File: src/hw/rtl/bbpv_pkg.sv
// ----------------------------------------------------------------------------
// bbpv_pkg
// shared widths, multiplier operand codes and controller/datapath interface
// types for the bang-bang velocity controller
// ----------------------------------------------------------------------------
package bbpv_pkg;

  // motor count handling
  localparam int MAX_MOTORS  = 4;
  localparam int NUM_VEL     = 4;
  localparam int MOTOR_LIMIT = (MAX_MOTORS < NUM_VEL) ? MAX_MOTORS : NUM_VEL;

  // field widths
  localparam int TGT_W = 13;
  localparam int VEL_W = 8;
  localparam int DRV_W = 21;
  localparam int SPD_W = 32;
  localparam int CFG_W = 24;
  localparam int IDX_W = 3;
  localparam int CNT_W = 3;

  // stream packing
  localparam int IN_TDATA_W  = 48;
  localparam int OUT_TDATA_W = 56;
  localparam int OUT_TUSER_W = 2;

  // drive limit, Q4.16 of 12 V
  localparam int VOLT_LIMIT = 786432;
  // ema weight 0.2 in Q0.16
  localparam int ALPHA_Q16  = 13107;

  // register indexes
  localparam logic [IDX_W-1:0] REG_ACTIVE  = 3'd0;
  localparam logic [IDX_W-1:0] REG_IN_RCP  = 3'd1;
  localparam logic [IDX_W-1:0] REG_TGT_RCP = 3'd2;
  localparam logic [IDX_W-1:0] REG_KV      = 3'd3;
  localparam logic [IDX_W-1:0] REG_KP      = 3'd4;
  localparam logic [IDX_W-1:0] REG_KI      = 3'd5;
  localparam logic [IDX_W-1:0] REG_MARGIN  = 3'd6;

  // multiplier operand selection
  localparam logic [2:0] MUL_MEAS = 3'd0;
  localparam logic [2:0] MUL_EMA  = 3'd1;
  localparam logic [2:0] MUL_TGT  = 3'd2;
  localparam logic [2:0] MUL_KV   = 3'd3;
  localparam logic [2:0] MUL_KP   = 3'd4;
  localparam logic [2:0] MUL_KI   = 3'd5;

  typedef struct packed {
    logic       capture;
    logic       avg_en;
    logic       mul_en;
    logic [2:0] mul_sel;
    logic       ema_en;
    logic       tgt_en;
    logic       dec_en;
    logic       acc_load;
    logic       acc_add;
    logic       clamp_en;
    logic       out_load;
  } bbpv_cmd_t;

  typedef struct packed {
    logic bang;
  } bbpv_sts_t;

endpackage

File: src/hw/rtl/bbpv_ctrl.sv
// ----------------------------------------------------------------------------
// bbpv_ctrl
// sequencer: steps the shared multiplier through one control tick and
// owns both stream handshakes
// ----------------------------------------------------------------------------
module bbpv_ctrl
  import bbpv_pkg::*;
(
  input  logic      clk,
  input  logic      rst_n,
  input  logic      in_tvalid,
  output logic      in_tready,
  output logic      out_tvalid,
  input  logic      out_tready,
  input  bbpv_sts_t sts,
  output bbpv_cmd_t cmd
);

  localparam logic [3:0] S_IDLE  = 4'd0;
  localparam logic [3:0] S_AVG   = 4'd1;
  localparam logic [3:0] S_MEAS  = 4'd2;
  localparam logic [3:0] S_EMA1  = 4'd3;
  localparam logic [3:0] S_EMA2  = 4'd4;
  localparam logic [3:0] S_TGT   = 4'd5;
  localparam logic [3:0] S_DEC   = 4'd6;
  localparam logic [3:0] S_MKV   = 4'd7;
  localparam logic [3:0] S_MKP   = 4'd8;
  localparam logic [3:0] S_MKI   = 4'd9;
  localparam logic [3:0] S_SUM   = 4'd10;
  localparam logic [3:0] S_CLAMP = 4'd11;
  localparam logic [3:0] S_OUT   = 4'd12;

  logic [3:0] state_r, state_nxt;
  logic       out_valid_r, out_valid_nxt;
  logic       out_free;
  logic       in_fire;

  assign in_tready  = (state_r == S_IDLE);
  assign in_fire    = in_tvalid && in_tready;
  assign out_tvalid = out_valid_r;
  assign out_free   = !out_valid_r || out_tready;

  always_comb begin
    state_nxt = state_r;
    cmd       = '0;
    unique case (state_r)
      S_IDLE: begin
        cmd.capture = in_tvalid;
        if (in_tvalid) state_nxt = S_AVG;
      end
      S_AVG: begin
        cmd.avg_en = 1'b1;
        state_nxt  = S_MEAS;
      end
      S_MEAS: begin
        cmd.mul_en  = 1'b1;
        cmd.mul_sel = MUL_MEAS;
        state_nxt   = S_EMA1;
      end
      S_EMA1: begin
        cmd.mul_en  = 1'b1;
        cmd.mul_sel = MUL_EMA;
        state_nxt   = S_EMA2;
      end
      S_EMA2: begin
        cmd.ema_en  = 1'b1;
        cmd.mul_en  = 1'b1;
        cmd.mul_sel = MUL_TGT;
        state_nxt   = S_TGT;
      end
      S_TGT: begin
        cmd.tgt_en = 1'b1;
        state_nxt  = S_DEC;
      end
      S_DEC: begin
        cmd.dec_en = 1'b1;
        state_nxt  = sts.bang ? S_OUT : S_MKV;
      end
      S_MKV: begin
        cmd.mul_en  = 1'b1;
        cmd.mul_sel = MUL_KV;
        state_nxt   = S_MKP;
      end
      S_MKP: begin
        cmd.acc_load = 1'b1;
        cmd.mul_en   = 1'b1;
        cmd.mul_sel  = MUL_KP;
        state_nxt    = S_MKI;
      end
      S_MKI: begin
        cmd.acc_add = 1'b1;
        cmd.mul_en  = 1'b1;
        cmd.mul_sel = MUL_KI;
        state_nxt   = S_SUM;
      end
      S_SUM: begin
        cmd.acc_add = 1'b1;
        state_nxt   = S_CLAMP;
      end
      S_CLAMP: begin
        cmd.clamp_en = 1'b1;
        state_nxt    = S_OUT;
      end
      S_OUT: begin
        if (out_free) begin
          cmd.out_load = 1'b1;
          state_nxt    = S_IDLE;
        end
      end
      default: state_nxt = S_IDLE;
    endcase
  end

  always_comb begin
    out_valid_nxt = out_valid_r;
    if (cmd.out_load) out_valid_nxt = 1'b1;
    else if (out_tready) out_valid_nxt = 1'b0;
  end

  always_ff @(posedge clk) begin
    if (!rst_n) begin
      state_r     <= S_IDLE;
      out_valid_r <= 1'b0;
    end else begin
      state_r     <= state_nxt;
      out_valid_r <= out_valid_nxt;
    end
  end

  // an accepted tick always starts the sequence
  a_fire_starts: assert property (@(posedge clk) disable iff (!rst_n)
    in_fire |=> state_r == S_AVG)
    else $error("accepted tick did not start the sequence");

  // a result is never written over one that is still waiting
  a_no_overwrite: assert property (@(posedge clk) disable iff (!rst_n)
    cmd.out_load |-> (!out_valid_r || out_tready))
    else $error("output register overwritten while stalled");

  a_load_valid: assert property (@(posedge clk) disable iff (!rst_n)
    cmd.out_load |=> out_valid_r)
    else $error("loaded result not presented");

endmodule

File: config.mk
export PLATFORM = sky130hd
export DESIGN_NAME = bbpv_ctrl
export DESIGN_NICKNAME = d
export VERILOG_FILES = /design/src/hw/rtl/bbpv_pkg.sv /design/src/hw/rtl/bbpv_ctrl.sv
export SDC_FILE = /design/constraint.sdc
export NUM_CORES = 1
export LEC_CHECK = 0
export BUFFER_PORTS_ARGS = -buffer_cell sky130_fd_sc_hd__buf_4
export CAP_MARGIN = 25
export CORE_AREA = 2 2 39 41
export DETAILED_ROUTE_END_ITERATION = 8
export DIE_AREA = 0 0 41 43
export PLACE_DENSITY = 0.66
export SYNTH_ARGS = -nofsm -noshare
export SYNTH_HDL_FRONTEND = slang
export SYNTH_SLANG_ARGS = --single-unit
File: constraint.sdc
create_clock -name clk -period 1.56 [get_ports clk]
set_input_delay 0.234 -clock clk [delete_from_list [all_inputs] [get_ports clk]]
set_output_delay 0.234 -clock clk [all_outputs]
set_load 0.02 [all_outputs]
### After elaboration in Yosys (flattened, before gate mapping)

Index checks and enable logic that the tools add are counted.

* register bits after elaboration: 5
* bits of input ports: 5
* word-level logic and storage cells: 39

* eq/ne operators: 14
* mux-type cells: 17
* reductions and logical operators: 6

Operators by type and width (number)
* 4-bit one-hot mux with 13 select lines: 1
* 4-bit one-hot mux with 6 select lines: 1
* 4-bit equality test (second input constant): 5
* 4-bit by 3-bit equality test with 1-bit output (second input constant): 4
* 1-bit 2-to-1 mux: 12
* 4-bit 2-to-1 mux: 3
* 4-bit by 2-bit equality test with 1-bit output (second input constant): 2
* 4-bit by 1-bit equality test with 1-bit output (second input constant): 1
* 4-bit zero test: 1
* 2-bit inequality test (second input constant): 2
* 2-bit AND reduction: 1
* 2-bit nonzero test: 1
* 2-bit OR reduction: 1
* 1-bit zero test: 1
* 1-bit logical OR: 1

### Depth between registers and ports, before layout

Gate-level depths: netlist of run 1.

* word-level depth: 5
* depth in mapped cells: 5

### Least setup slack after synthesis of run 1

OpenSTA, ideal clock, no wires.

* path type: flip-flop to output port
* start point: register state_r[2]
* end point: output port cmd[12] (netlist bit)
* arrival: 1.535 ns
* required time: 1.326 ns
* setup slack: -0.209 ns
* cell stages (with the launch flop): 4
* cell sequence: dfxtp_1 > buf_2 > nor4_1 > and2_1

RTL lines
* start: declaration: RTL line bbpv_ctrl.sv:33 `logic [3:0] state_r, state_nxt;`
* start signal: assignment: RTL line bbpv_ctrl.sv:125 `state_r <= state_nxt;`
* end: declaration: RTL line bbpv_ctrl.sv:16 `output bbpv_cmd_t cmd`

==> results.ini, run 1 <==
[yosys]
synthDominantAreaCellType=dfxtp_1
synth.cell_area_sq_um=388
yosys_warn_count=0
synth_fp_nets=61
synthTopCellsByArea=dfxtp_1 26%, nor2_1 8.7%, buf_2 6.5%
synthCells=56
synth.lib_cells_used.distinct=25
synth_sequential_area_ratio_pct=25.8
synth_top_area_share_pct=25.8
synthesis.area_per_instance_sq_um=6.93
postSynthRegisterBits=5

[worst_hold_path]
min_delay_path_depth=3
hp-start=rst_n
whs_endpoint=state_r[1]
worstHoldPathType=in2reg

[worst_setup_path]
r2r_end=state_r[3]
cp.required_ns=1.33
cp-end-kind=primary output
timing.reg2reg.setup_slack_ns=0.34
cp_max_fo=7
reg2reg_depth=3
worstSetupPathType=reg2out
startpoint_type=flop
critical_path.reg2reg.startpoint=state_r[3]
critical_path_arrival_ns=1.24

[timing]
max_slew.worst_pin.slew_ns=0.292
maxSlewViolCount=0
worst_slack_ns=0.0849
setup_repair_after_global_routing_missed_its_margin=true
peak_freq_mhz=678
period_needed_ns=1.48
relSlewSlack_pct=80.5
finClkSkew_ns=0.00747
timing.final.crit_share_pct=94.6
finalSetupViolations=0
hold_viol_final=0

[power_and_ir_drop]
worst_case_vdd_ir_drop_mv=0.374
totalPowerFinal_mw=0.436
cellLeakagePower_nw=0.261
power.density_nw_per_um2=731

[clock_network]
worst_setup_hold_path_clk_slew_ns=0.04
cts-hold-fix-buffers=0
tritoncts=yes
clk_latency_ns=0.23
max-clock-path-buffers=2
clock-root-buffer=clkbuf_4
cts_buffers=3
htreeDepth=1
cts_sinks=5

[global_routing]
grt_antenna_before_repair=0
grt_overflow=0
vias_in_the_first_global_route=341
first_pass_grt_wire_length_mm=1.37
grt_start_max_net_pins=20
total_routing_usage_reported_by_global_routing_pct=11.1

[routing]
wl_per_cell_microns=10.1
detail_route.iter0.violations=6
avgViaCountPerCell=4.83
drt_drc_violations_left=0
final_antenna_net_count=0
totalWireLength_microns=930
number_of_search_and_repair_iterations_in_the_first_detailed_routing_pass=4
routed-via-count=444

[floorplanning]
core_sq_um=1380
floorplan.die.height_microns=43
num_rows=14
die_ar_sq_um=1760
start_util_pct=28.0
floorplan.die.width_microns=41
io-pin-count=20

[layout]
finalNetCount=82
area_delta_synth_final_pct=53.5
layout-drive-gt1-share_pct=40.8
postLayoutCoreUtil_pct=43.0
antenna_cells=0
fillerInstances=138

[placed_design]
place.port_buffers=19
place_worst_setup_slack_ns=0.145
global_placer_s_final_weighted_congestion=0.715
hpwlAfterDp_microns=692

[flow_run]
max_cap_violations=0

[status]
status=completed

[report_power, final]
group / total (mW) / switching, mW / internal (mW)
Clock: 0.145 / 0.0482 / 0.0964
Sequential: 0.160 / 0.0235 / 0.136
Combinational: 0.131 / 0.0641 / 0.0672
Total: 0.436 / 0.136 / 0.300
[through the flow]
stage                     std cells  cell area, sq um  hold slack (ns)  setup TNS, ns
final                            92               596            0.257              0
after global routing             92               596            0.253        -0.0219
after CTS                        92               574            0.257              0
after detailed placement         88               547            0.508              0
after global placement           88               547            0.510              0
after floorplan                  56               394            0.360              0
[synth_stat cells]
library cell and n:
inv_1 1, o22ai_1 1, dfxtp_1 5, and2_1 1, xnor2_1 2, a31oi_1 1, or4b_1 1, a21oi_1 2
a211oi_1 1, a21boi_0 1, nor4_1 3, nand3_1 1, nor2_1 9, nand2_1 4, or2b_1 1, nand2b_1 2
o21a_1 1, nor3_1 4, a2111oi_1 1, nor2b_1 4, buf_2 5, nor3b_1 1, a21o_1 1, buf_4 1
o21ai_0 2
[metal layers]
metal	global-route usage (%)	up-vias	wire length (microns)
met5	0	-	0
met4	2.00	0	0
met3	4.71	0	63
met2	16.3	15	427
met1	14.8	193	439
li1	-	236	-
[final cells by class]
type | count | area [sq um] | share of cell area, %
repair buffers | 22 | 165 | 27.7
flip-flops and latches | 5 | 108 | 18.1
well taps | 16 | 20.0 | 3.36
multi-input cells | 44 | 273 | 45.8
clock buffers | 4 | 26.3 | 4.41
inverters | 1 | 3.75 | 0.630
[placed cells by master, fill, tap and decap left out]
| master | Yosys | routed |
|---|---|---|
| nor2b_1 | 4 | 4 |
| clkbuf_1 | 0 | 1 |
| o21a_1 | 1 | 1 |
| nor3_1 | 4 | 4 |
| nor4_2 | 0 | 1 |
| o21ai_0 | 2 | 2 |
| inv_1 | 1 | 1 |
| or4b_1 | 1 | 1 |
| nand2_1 | 4 | 4 |
| nor2_1 | 9 | 9 |
| dfxtp_4 | 0 | 1 |
| a31oi_1 | 1 | 1 |
| nand2b_1 | 2 | 2 |
| dfxtp_2 | 0 | 3 |
| buf_4 | 1 | 22 |
| nor3b_1 | 1 | 1 |
| clkbuf_4 | 0 | 3 |
| nand3_1 | 1 | 1 |
| o22ai_1 | 1 | 1 |
| and2_1 | 1 | 1 |
| a21o_1 | 1 | 1 |
| nor4_4 | 0 | 1 |
| xnor2_1 | 2 | 2 |
| a21boi_0 | 1 | 1 |
| a21oi_1 | 2 | 2 |
| or2b_1 | 1 | 1 |
| a211oi_1 | 1 | 1 |
| a2111oi_1 | 1 | 1 |
| nor4_1 | 3 | 1 |
| dfxtp_1 | 5 | 1 |
[how the worst max path moves through the flow]
stage | start | depth (start not counted) | slack (ns) | end
floorplan | state_r[1] | 3 | 0.05 | cmd[12]
global placement | state_r[1] | 3 | 0.20 | cmd[8]
detailed placement | state_r[1] | 3 | 0.14 | cmd[8]
CTS | state_r[2] | 4 | 0.009 | cmd[12]
global route | state_r[2] | 4 | -0.02 | cmd[12]
finish | state_r[2] | 4 | 0.08 | cmd[12]
[critical path: stages, from the launching register on]
cell	delay [ns]
dfxtp_2	0.34
buf_4	0.17
nor4_4	0.21
and2_1	0.16
buf_4	0.13
[timing repair]
action / 4_1_cts / 5_1_grt
gates resized for setup: 1 / 6
buffers inserted: 0 / 0
endpoints found under the setup margin: 8 / 7
pin swaps: 0 / 1
[cells by family after synthesis]
family | count (synthesis) | share of synthesized area [%]
buffers and inverters | 7 | 9.35
and+or+nand+nor | 31 | 41.6
DFF | 5 | 25.8
xor gates and xnor gates | 2 | 4.52
AOI/OAI and AO/OA | 11 | 18.7
[sequential cells by signal (all words and copies together) (netlist names)]
register / flops
out_tvalid: 1
state_r: 4
Power figures use the tool's default switching activity.
==> inputs of run 2 (changes only) <==
--- a/config.mk
+++ b/config.mk
@@ -10,7 +10,7 @@
 export CORE_AREA = 2 2 39 41
 export DETAILED_ROUTE_END_ITERATION = 8
 export DIE_AREA = 0 0 41 43
-export PLACE_DENSITY = 0.66
+export PLACE_DENSITY = 0.58
 export SYNTH_ARGS = -nofsm -noshare
 export SYNTH_HDL_FRONTEND = slang
 export SYNTH_SLANG_ARGS = --single-unit
==> run 2 against run 1 <==
Net effect:
- die area is the same
- flip-flop and latch count is the same
- core utilization grew 0.54 points
- hold slack lost 0.028 ns
- wire length grew 10%
- first-iteration DRC count grew 100%
- critical path type unchanged
- largest cell class unchanged
==> results.ini, run 2 (synthesized netlist as in run 1, its figures left out) <==
[routing]
drt_drc_violations_left=0
detail_route.iter0.violations=12
totalWireLength_mm=1.03
avgViaCountPerCell=5.17
wl_per_cell_microns=11.2
routed-via-count=476
final_antenna_net_count=0
number_of_search_and_repair_iterations_in_the_first_detailed_routing_pass=5

[status]
status=completed

[floorplanning]
core_sq_um=1380
die_ar_sq_um=1760
start_util_pct=28.0
floorplan.die.height_microns=43
floorplan.die.width_microns=41
io-pin-count=20
num_rows=14

[timing]
max_slew.worst_pin.slew_ns=0.334
relSlewSlack_pct=77.7
finalSetupViolations=0
fin_setup_tns_ns=0
finClkSkew_ns=0.00930
setup_repair_after_global_routing_missed_its_margin=false
period_needed_ns=1.47
maxSlewViolCount=0
timing.final.crit_share_pct=94.5
peak_freq_mhz=678
hold_viol_final=0

[layout]
antenna_cells=0
fillerInstances=144
regMostFlops=state_r
layout-drive-gt1-share_pct=42.1
finalNetCount=82
flip_flop_count_of_the_largest_register_after_layout=4
area_delta_synth_final_pct=55.5
most-common-layout-cells=22 x buf_4, 9 x nor2_1, 4 x nor2b_1, 4 x nand2_1, 4 x nor3_1
layout.cells.most_common=buf_4
finish.instance_area_sq_um=603

[worst_setup_path]
cp.required_ns=1.33
crit_slowest_cell=dfxtp_4
cp_top_family=simple AND/OR/NAND/NOR gates
cp-end-kind=primary output
startpoint_type=flop
worst-path-buf-inv=1
cp_max_fo=8
worstSetupPathType=reg2out
cp_cell_sequence=nand2b_1 -> nor3b_1 -> buf_4
crit_path_max_incr_delay_ns=0.37
critical_path_arrival_ns=1.24

[global_routing]
grt_start_max_net_pins=20
grt_antenna_before_repair=0
total_routing_usage_reported_by_global_routing_pct=12.1
grt_overflow=0
first_pass_grt_wire_length_mm=1.44
vias_in_the_first_global_route=375

[power_and_ir_drop]
power.density_nw_per_um2=740
worst_case_vdd_ir_drop_mv=0.210
cellLeakagePower_nw=0.262

[flow_run]
max_cap_violations=0

[worst_hold_path]
worstHoldPathType=in2reg

[clock_network]
post_cts_repair_timing_setup_buffer_count=0
clock-root-buffer=clkbuf_4
htreeDepth=1
worst_setup_hold_path_clk_slew_ns=0.05
cts_buffers=3
tritoncts=yes
max-clock-path-buffers=2
cts_sinks=5
clk_latency_ns=0.25

[placed_design]
global_placer_s_final_weighted_congestion=0.777
placed_inst_area_sq_um=547
hpwlAfterDp_microns=732
place.port_buffers=19

run 2: changes by cell type in the layout (fill, tap and decap cells not counted):
cell	change
dfxtp_2	-2
nand2b_2	+1
nand2b_1	-1
dfxtp_4	+2
run 2: layout make-up:
cell class / count / area (sq um) / share of cell area, %
clock buffer: 4 / 26.3 / 4.36
inverter: 1 / 3.75 / 0.622
multi-input combinational: 44 / 275 / 45.6
sequential: 5 / 113 / 18.7
tap: 16 / 20.0 / 3.32
timing repair buffer: 22 / 165 / 27.4
run 2: worst register-to-register path, stage by stage (launching register included):
cell	delay, ns
dfxtp_4	0.37
nand2b_1	0.22
or4b_1	0.48
o21ai_0	0.09
run 2: stage by stage:
step	utilization (%)	total power, mW	instances	setup WS [ns]	hold WS (ns)
after floorplan	-	0.238	56	0.0501	0.360
after global placement	39.5	0.284	88	0.156	0.492
after detailed placement	39.5	0.286	88	0.120	0.497
after CTS	41.7	0.443	92	0.00307	0.229
after global routing	43.6	0.472	92	0.00226	0.237
final	43.6	0.446	92	0.0858	0.230
run 2: final timing paths:
path / slack (ns) / cells after the start / endpoint / from
setup reg to reg: 0.32 / 3 / state_r[3] / state_r[3]
setup / recovery: 0.09 / 3 / cmd[4] / state_r[3]
hold / removal: 0.23 / 3 / state_r[1] / rst_n
hold reg to reg: 0.54 / 1 / state_r[0] / state_r[0]
run 2: what timing repair did:
item	in CTS	in global routing
cloned	0	0
gates resized for setup	3	7
setup endpoints to repair	10	4
hold buffers	0	0
run 2: routing by layer:
layer | vias up | share of wire [%] | GRT usage (%)
met5 | - | 0 | 0
met1 | 215 | 43 | 12.8
met2 | 21 | 51 | 19.1
met4 | 0 | 0.39 | 11.3
li1 | 238 | - | -
met3 | 2 | 5.3 | 1.57
run 2: report_power, final:
| part | internal, mW | switching, mW |
|---|---|---|
| clock network | 0.0971 | 0.0591 |
| registers | 0.134 | 0.0268 |
| logic | 0.0674 | 0.0615 |
| total | 0.299 | 0.147 |
==> inputs of run 3 (changes only) <==
--- a/config.mk
+++ b/config.mk
@@ -11,6 +11,7 @@
 export DETAILED_ROUTE_END_ITERATION = 8
 export DIE_AREA = 0 0 41 43
 export PLACE_DENSITY = 0.58
+export RECOVER_POWER = 25
 export SYNTH_ARGS = -nofsm -noshare
 export SYNTH_HDL_FRONTEND = slang
 export SYNTH_SLANG_ARGS = --single-unit
==> constraint.sdc (replaced) <==
create_clock -name clk -period 1.7 [get_ports clk]
set_input_delay 0.255 -clock clk [delete_from_list [all_inputs] [get_ports clk]]
set_output_delay 0.255 -clock clk [all_outputs]
set_load 0.02 [all_outputs]
==> run 3 against run 2 <==
Net effect:
- first-iteration DRC count down 83%
- core utilization down 3.3 points
- register-to-register slack better by 0.10 ns
- wire length down 8.1%
- via count down 9.2%
- die area unchanged
- critical endpoint is now cmd[11]
- largest cell class unchanged
==> results.ini, run 3 (synthesized netlist as in run 1, its figures left out) <==
[global_routing]
vias_in_the_first_global_route=342
first_pass_grt_wire_length_mm=1.47
grt_antenna_before_repair=0
total_routing_usage_reported_by_global_routing_pct=12.3
grt_start_max_net_pins=20
grt_overflow=0

[timing]
fin_setup_tns_ns=0
hold_viol_final=0
finClkSkew_ns=0.000618
finalSetupViolations=0
maxSlewViolCount=0
worst_slack_ns=0.133
period_needed_ns=1.57
peak_freq_mhz=638
timing.final.crit_share_pct=92.2
setup_repair_after_global_routing_missed_its_margin=false
holdWs_ns=0.262
relSlewSlack_pct=76.5
max_slew.worst_pin.slew_ns=0.344

[routing]
totalWireLength_microns=943
number_of_search_and_repair_iterations_in_the_first_detailed_routing_pass=3
routed-via-count=432
avgViaCountPerCell=4.80
final_antenna_net_count=0
wl_per_cell_microns=10.5
drt_drc_violations_left=0
detail_route.iter0.violations=2

[layout]
postLayoutCoreUtil_pct=40.3
layout.cells.most_common=buf_4
regMostFlops=state_r
layout-drive-gt1-share_pct=36.5
finish.instance_area_sq_um=558
fillerInstances=149
finalNetCount=80
finalNonFillerCells=90
antenna_cells=0
area_delta_synth_final_pct=43.9
flip_flop_count_of_the_largest_register_after_layout=4
most-common-layout-cells=19 x buf_4, 9 x nor2_1

[worst_setup_path]
cp_max_fo=16
critical_path.reg2reg.startpoint=state_r[3]
reg2reg_depth=3
critical_path_arrival_ns=1.31
worstSetupPathType=reg2out
cp.required_ns=1.44
cp-end-kind=primary output
cp-startpoint=state_r[0]
startpoint_type=flop

[worst_hold_path]
min_delay_path_depth=3
worstHoldPathType=in2reg
hp-start=rst_n

[placed_design]
hpwlAfterDp_microns=650
placed_cells_incl_taps=86
place.port_buffers=19
global_placer_s_final_weighted_congestion=0.703
placed_inst_area_sq_um=532
place_worst_setup_slack_ns=0.241

[clock_network]
clk_latency_ns=0.24
tritoncts=yes
worst_setup_hold_path_clk_slew_ns=0.04
cts-hold-fix-buffers=0
htreeDepth=1
max-clock-path-buffers=2
clock-root-buffer=clkbuf_4
cts_buffers=3
cts_sinks=5

[power_and_ir_drop]
worst_case_vdd_ir_drop_mv=0.293
totalPowerFinal_mw=0.393
power.density_nw_per_um2=704
cellLeakagePower_nw=0.241

[floorplanning]
floorplan.die.width_microns=41
floorplan.die.height_microns=43
start_util_pct=28.0
die_ar_sq_um=1760
num_rows=14
core_sq_um=1380
io-pin-count=20

[status]
status=completed

[flow_run]
max_cap_violations=0

run 3: layout make-up:
type / count / area (sq um) / share of cell area (%)
multi-input combinational: 44 / 256 / 46.0
clock buffer: 4 / 26.3 / 4.71
tap: 16 / 20.0 / 3.59
sequential: 5 / 105 / 18.8
inverter: 1 / 3.75 / 0.673
timing repair buffer: 20 / 146 / 26.2
run 3: worst max-delay path, cell delays in order, from the launching register on:
cell and delay, ns:
dfxtp_2 0.50, or2b_1 0.27, nor3_1 0.13, buf_4 0.17
run 3: path summary, 6_finish.rpt:
path | slack, ns | end
setup / recovery | 0.13 | cmd[11]
hold / removal | 0.26 | state_r[1]
setup reg to reg | 0.42 | state_r[3]
hold reg to reg | 0.57 | state_r[3]
run 3: metal layers:
metal	track usage [%]	up-vias	wire length, microns
met5	0	-	0
met4	8.00	0	0
met3	4.71	0	39
met2	17.2	9	462
met1	14.8	192	442
li1	-	231	-
run 3: repair_timing:
action,CTS,global route
setup buffers,0,0
setup endpoints to repair,3,8
gates resized for setup,2,2
endpoints found under the hold margin,0,0
run 3: report_power, final:
| part | switching (mW) | leakage, nW | internal (mW) |
|---|---|---|---|
| Clock | 0.0480 | 0.0150 | 0.0887 |
| Sequential | 0.0257 | 0.0424 | 0.125 |
| Combinational | 0.0509 | 0.184 | 0.0544 |
